==> src/hdl/edge_element_recognizer_macros.svh <==
// assertion helpers for the edge element recognizer
`ifndef EDGE_ELEMENT_RECOGNIZER_MACROS_SVH
`define EDGE_ELEMENT_RECOGNIZER_MACROS_SVH

// a property that must hold at every clock edge outside reset
`define EER_ASSERT(label, prop, msg) \
  label: assert property (@(posedge clk_i) disable iff (!rst_ni) (prop)) else $error(msg);

// an implication checked from the next clock edge on
`define EER_ASSERT_NEXT(label, ante, cons, msg) \
  label: assert property (@(posedge clk_i) disable iff (!rst_ni) (ante) |=> (cons)) \
    else $error(msg);

`endif

==> src/hdl/eer_pkg.sv <==
package eer_pkg;

  localparam int unsigned KEY_BITS   = 10;
  localparam int unsigned ELEM_DEPTH = 256;
  localparam int unsigned ELEM_BITS  = $clog2(ELEM_DEPTH);
  localparam int unsigned COLOR_BITS = 32;
  localparam int unsigned LIST_MAX   = 32;
  localparam int unsigned STEP_BITS  = $clog2(LIST_MAX + 1);
  localparam int unsigned ID_BITS    = 16;
  localparam int unsigned FLAG_BITS  = 6;
  localparam int unsigned ELEM_W     = ID_BITS + FLAG_BITS + 4 * COLOR_BITS;
  localparam int unsigned CFG_BITS   = 10;
  localparam int unsigned CFG_IDX_BITS = 2;

  localparam logic [1:0] MODE_SLOT  = 2'd0;
  localparam logic [1:0] MODE_ELEM  = 2'd1;
  localparam logic [1:0] MODE_QUERY = 2'd2;

  localparam logic [CFG_IDX_BITS-1:0] CFG_SURF_MASK  = 2'd0;
  localparam logic [CFG_IDX_BITS-1:0] CFG_EDGE_MASK  = 2'd1;
  localparam logic [CFG_IDX_BITS-1:0] CFG_EDGE_SHIFT = 2'd2;

  localparam int unsigned FL_SURF_PRESENT = 0;
  localparam int unsigned FL_SURF_ABSENT  = 1;
  localparam int unsigned FL_EDGE_ABSENT  = 3;
  localparam int unsigned FL_LATCAP       = 4;
  localparam int unsigned FL_END          = 5;

  // one result word
  typedef struct packed {
    logic               last;
    logic               none_found;
    logic               match_latcap;
    logic [ID_BITS-1:0] match_id;
    logic [7:0]         match_index;
  } result_t;

  typedef enum logic [3:0] {
    ST_IDLE = 4'b0001,
    ST_SLOT = 4'b0010,
    ST_WALK = 4'b0100,
    ST_DONE = 4'b1000
  } state_e;

endpackage

==> src/hdl/eer_out_buf.sv <==
module eer_out_buf
  import eer_pkg::*;
(
  input  logic    clk_i,
  input  logic    rst_ni,
  input  logic    in_valid_i,
  output logic    in_ready_o,
  input  result_t in_data_i,
  output logic    out_valid_o,
  input  logic    out_ready_i,
  output result_t out_data_o
);

  logic    valid_q;
  result_t data_q;

  assign in_ready_o  = !valid_q || out_ready_i;
  assign out_valid_o = valid_q;
  assign out_data_o  = data_q;

  always_ff @(posedge clk_i or negedge rst_ni) begin
    if (!rst_ni) begin
      valid_q <= 1'b0;
    end else if (in_ready_o) begin
      valid_q <= in_valid_i;
    end
  end

  always_ff @(posedge clk_i) begin
    if (in_ready_o && in_valid_i) begin
      data_q <= in_data_i;
    end
  end

endmodule

==> config.mk <==
export PLATFORM = sky130hd
export DESIGN_NAME = eer_out_buf
export DESIGN_NICKNAME = d
export VERILOG_FILES = /design/src/hdl/edge_element_recognizer_macros.svh /design/src/hdl/eer_pkg.sv /design/src/hdl/eer_out_buf.sv
export SDC_FILE = /design/constraint.sdc
export NUM_CORES = 1
export LEC_CHECK = 0
export BUFFER_PORTS_ARGS = -buffer_cell sky130_fd_sc_hd__clkbuf_2
export CORE_MARGIN = 1
export CORE_UTILIZATION = 39
export DETAILED_ROUTE_END_ITERATION = 6
export PLACE_DENSITY = 0.76
export SKIP_CTS_REPAIR_TIMING = 1
export SYNTH_ARGS = -nofsm -noshare
export SYNTH_HDL_FRONTEND = slang
export SYNTH_SLANG_ARGS = --single-unit
==> constraint.sdc <==
create_clock -name clk_i -period 1.5 [get_ports clk_i]
set_input_delay 0.3 -clock clk_i [delete_from_list [all_inputs] [get_ports clk_i]]
set_output_delay 0.3 -clock clk_i [all_outputs]
set_load 0.01 [all_outputs]
Word level (Yosys, flattened, before mapping)
Index checks and enable logic that the tools add are counted.
{ "word_totals": {"ff_bits": 28, "inputBits": 31, "wordCells": 9} }
{ "classes": {"n_reduce_logical": 3} }
{ "ops": {"columns": ["operator", "count"], "rows": [
  ["$logic_and A1 B1 Y1", 1],
  ["$logic_not A1 Y1", 1],
  ["$logic_or A1 B1 Y1", 1]
]} }

Longest topological paths before layout
{ "depth": {"depth_word": 3, "depth_mapped": 2, "ltp_nobuf": 2} }

Least setup slack after synthesis
OpenSTA, ideal clock, no wires.
{ "synth_path": {"path_type": "register to register", "startpoint": "register valid_q (netlist: out_valid_o)", "endpoint": "register data_q, in the netlist out_data_o[0], enable pin", "t_arrival_ns": 0.836, "t_required_ns": 1.169, "setup_slack_ns": 0.333, "path_stages_with_launch": 3, "n_path_buf": 0, "path_cell_list": "dfrtp_1 > nand2b_4 > and2_4"} }
{ "synth_via": {"elab_chain_len": 3} }
{ "synth_rtl": {"columns": ["element", "line_no", "source"], "rows": [
  ["start: declaration", "eer_out_buf.sv:14", "logic valid_q;"],
  ["start signal: assignment", "eer_out_buf.sv:25", "valid_q <= in_valid_i;"],
  ["$logic_not A1 Y1", "eer_out_buf.sv:17", "assign in_ready_o = !valid_q || out_ready_i;"],
  ["$logic_or A1 B1 Y1", "eer_out_buf.sv:17", null],
  ["named net in_ready_o", "eer_out_buf.sv:7", "output logic in_ready_o,"],
  ["$logic_and A1 B1 Y1", "eer_out_buf.sv:30", "if (in_ready_o && in_valid_i) begin"],
  ["end signal: assignment", "eer_out_buf.sv:31", "data_q <= in_data_i;"],
  ["end: declaration", "eer_out_buf.sv:15", "result_t data_q;"]
]} }
The timed path passes the listed nets, and every way through them passes these cells.
A chain may end at the register's enable or synchronous reset.

Final worst setup path
{ "layout_path": {"startpoint": "register valid_q (netlist: out_valid_o)", "endpoint": "output port in_ready_o"} }
{ "layout_via": {"elab_chain_len": 2} }
{ "layout_rtl": {"columns": ["element", "line_no"], "rows": [
  ["$logic_not A1 Y1", "eer_out_buf.sv:17"],
  ["$logic_or A1 B1 Y1", "eer_out_buf.sv:17"],
  ["end: declaration", "eer_out_buf.sv:7"]
]} }
No other way between the ends.

==> metrics.txt <==
count of cell types in the netlist 5; sequential fraction of the synthesis area 96.7%; Final Hold Vio Count 0; Final HPWL DP 1.33 mm; synthesized cell area 865 µm²; Die X 49.1 µm; crit share post-route 85.4%; CTS root buffer clkbuf_4; metal2 WL 912 µm; Worst Tran Pin Value 328 ps; gpl congestion 0.727; die height 49.1 µm; slew margin rel. 78.1%; Pins Over Slew Limit 0; Worst setup SP type flop; First-pass DRT Iterations 4; commonest non-fill, non-tap cell in the layout clkbuf_2; Ports 60; Max H-tree Level 1; area of the multi-input gates 28.8 µm²; Final setup viols 0; post-layout util 62.1%; Clk Latency, worst-skew pair 330 ps; status completed; crit-path max cell delay 440 ps; crit path max fanout 3; syn_nets 62; antenna violations before repair 0; CP endpoint kind output pin; critical path arrival 980 ps; GR Util All Layers 15.1%; Reg area 836 µm²; wire per inst 13.5 µm; # rows 16; Initial Util 42.8%; Fillers 149; Area Growth Syn to Fin 45.3%; Antenna Violating Nets Remaining 0; vias per inst 4.14; global-route wire length before repair 2.52 mm; WL met3 44 µm; layout cells sized above 1 68.4%; Required @ worst endpoint 1200 ps; drt first-iter violations 3; top sig layer met4; Cell Pwr Density 1220 mW/mm²; largest net degree at the start of global routing 28; number of synthesized register bits 28; Final Skew 1.72 ps; Setup TNS Final 0 ps; Max clock buf depth 2; Mapped Avg Cell Area 27.9 µm²; Syn. warnings 0; # port buffers 59; kind of critical path flop to output pin; DR vias 505; Post-Syn Instances 31; total congestion overflow 0; # diodes 0; max_cap viols 0; Final nets 127; vias in the first global route 522; Placeable Area 0.00202 mm²; CP cell instances nand2b_4 -> clkbuf_2; VDD IR max 0.680 mV; CTS Buf Count 3; static leakage 0.561 nW; Hold Path Class input pin to flop; max frequency 780 MHz; TritonCTS clock tree yes; Die ar. 0.00241 mm²; Critical-path top delay cell dfrtp_1; commonest non-fill, non-tap cells in the layout clkbuf_2 (59), edfxtp_1 (27), clkbuf_4 (3); clock-pin slew of the registers on the worst-case setup and hold paths 140 ps; minimum clock period 1280 ps; DRC Markers 0; Num Clock Sinks 28; RSZ-0062 raised after global routing false; final WL 1.64 mm; worst hold margin 133 ps; Met1 Wirelength 619 µm
power by group:
group / switching, W / internal, W
logic: 0.0000657 / 0.0000610
clock network: 0.000210 / 0.000271
registers: 0.0000124 / 0.000908
area by class of cell:
type	count	area share, %
Clock inverter	1	2.39
Clock buffer	3	1.79
Multi-Input combinational cell	3	2.29
Tap cell	27	2.69
Timing Repair Buffer	60	24.3
Sequential cell	28	66.5
path summary, 6_finish.rpt:
kind	from	endpoint	slack [ps]	cells after the start
max	out_valid_o	in_ready_o	220	2
min	in_data_i[13]	out_data_o[13]	130	1
max reg2reg	out_valid_o	out_data_o[10]	310	2
max in group asynchronous	rst_ni	out_valid_o	1170	2
min in group asynchronous	rst_ni	out_valid_o	250	2
min reg2reg	out_valid_o	out_valid_o	580	2
cells by family (layout without fill, tap and decap cells):
logic type	Yosys count	in the layout	synth area share, %
buffers and inverters	0	64	0
DFF	28	28	96.7
and+or+nand+nor	3	3	3.33
synth_stat cells:
library cell	n	share of area [%]
dfrtp_1	1	2.9
nand2b_1	1	0.72
edfxtp_1	27	94
nand2b_4	1	1.6
and2_4	1	1.0
critical path: cells and delay by family, from the launching register on:
kind | cells | cell delay [ps]
buffers and inverters | 1 | 130
and+or+nand+nor | 1 | 90
DFF | 1 | 440
per-layer routing:
layer	up-vias	global-route usage (%)
met5	-	0
met4	0	14.2
met3	7	4.05
met2	19	23.3
met1	231	16.6
li1	248	-
stage by stage:
step / setup slack, ps / instance area, µm² / total power [W] / instances
floorplan: 333 / 865 / 0.000983 / 31
global placement: 323 / 1190 / 0.00106 / 117
detailed placement: 294 / 1190 / 0.00107 / 117
CTS: 214 / 1250 / 0.00154 / 121
global route: 160 / 1260 / 0.00158 / 122
finish: 218 / 1260 / 0.00153 / 122
state kept, by name, summed over array words and instances, names as in the netlist:
signal       flops
out_valid_o      1
out_data_o      27
(Power assumes the default switching activity.)
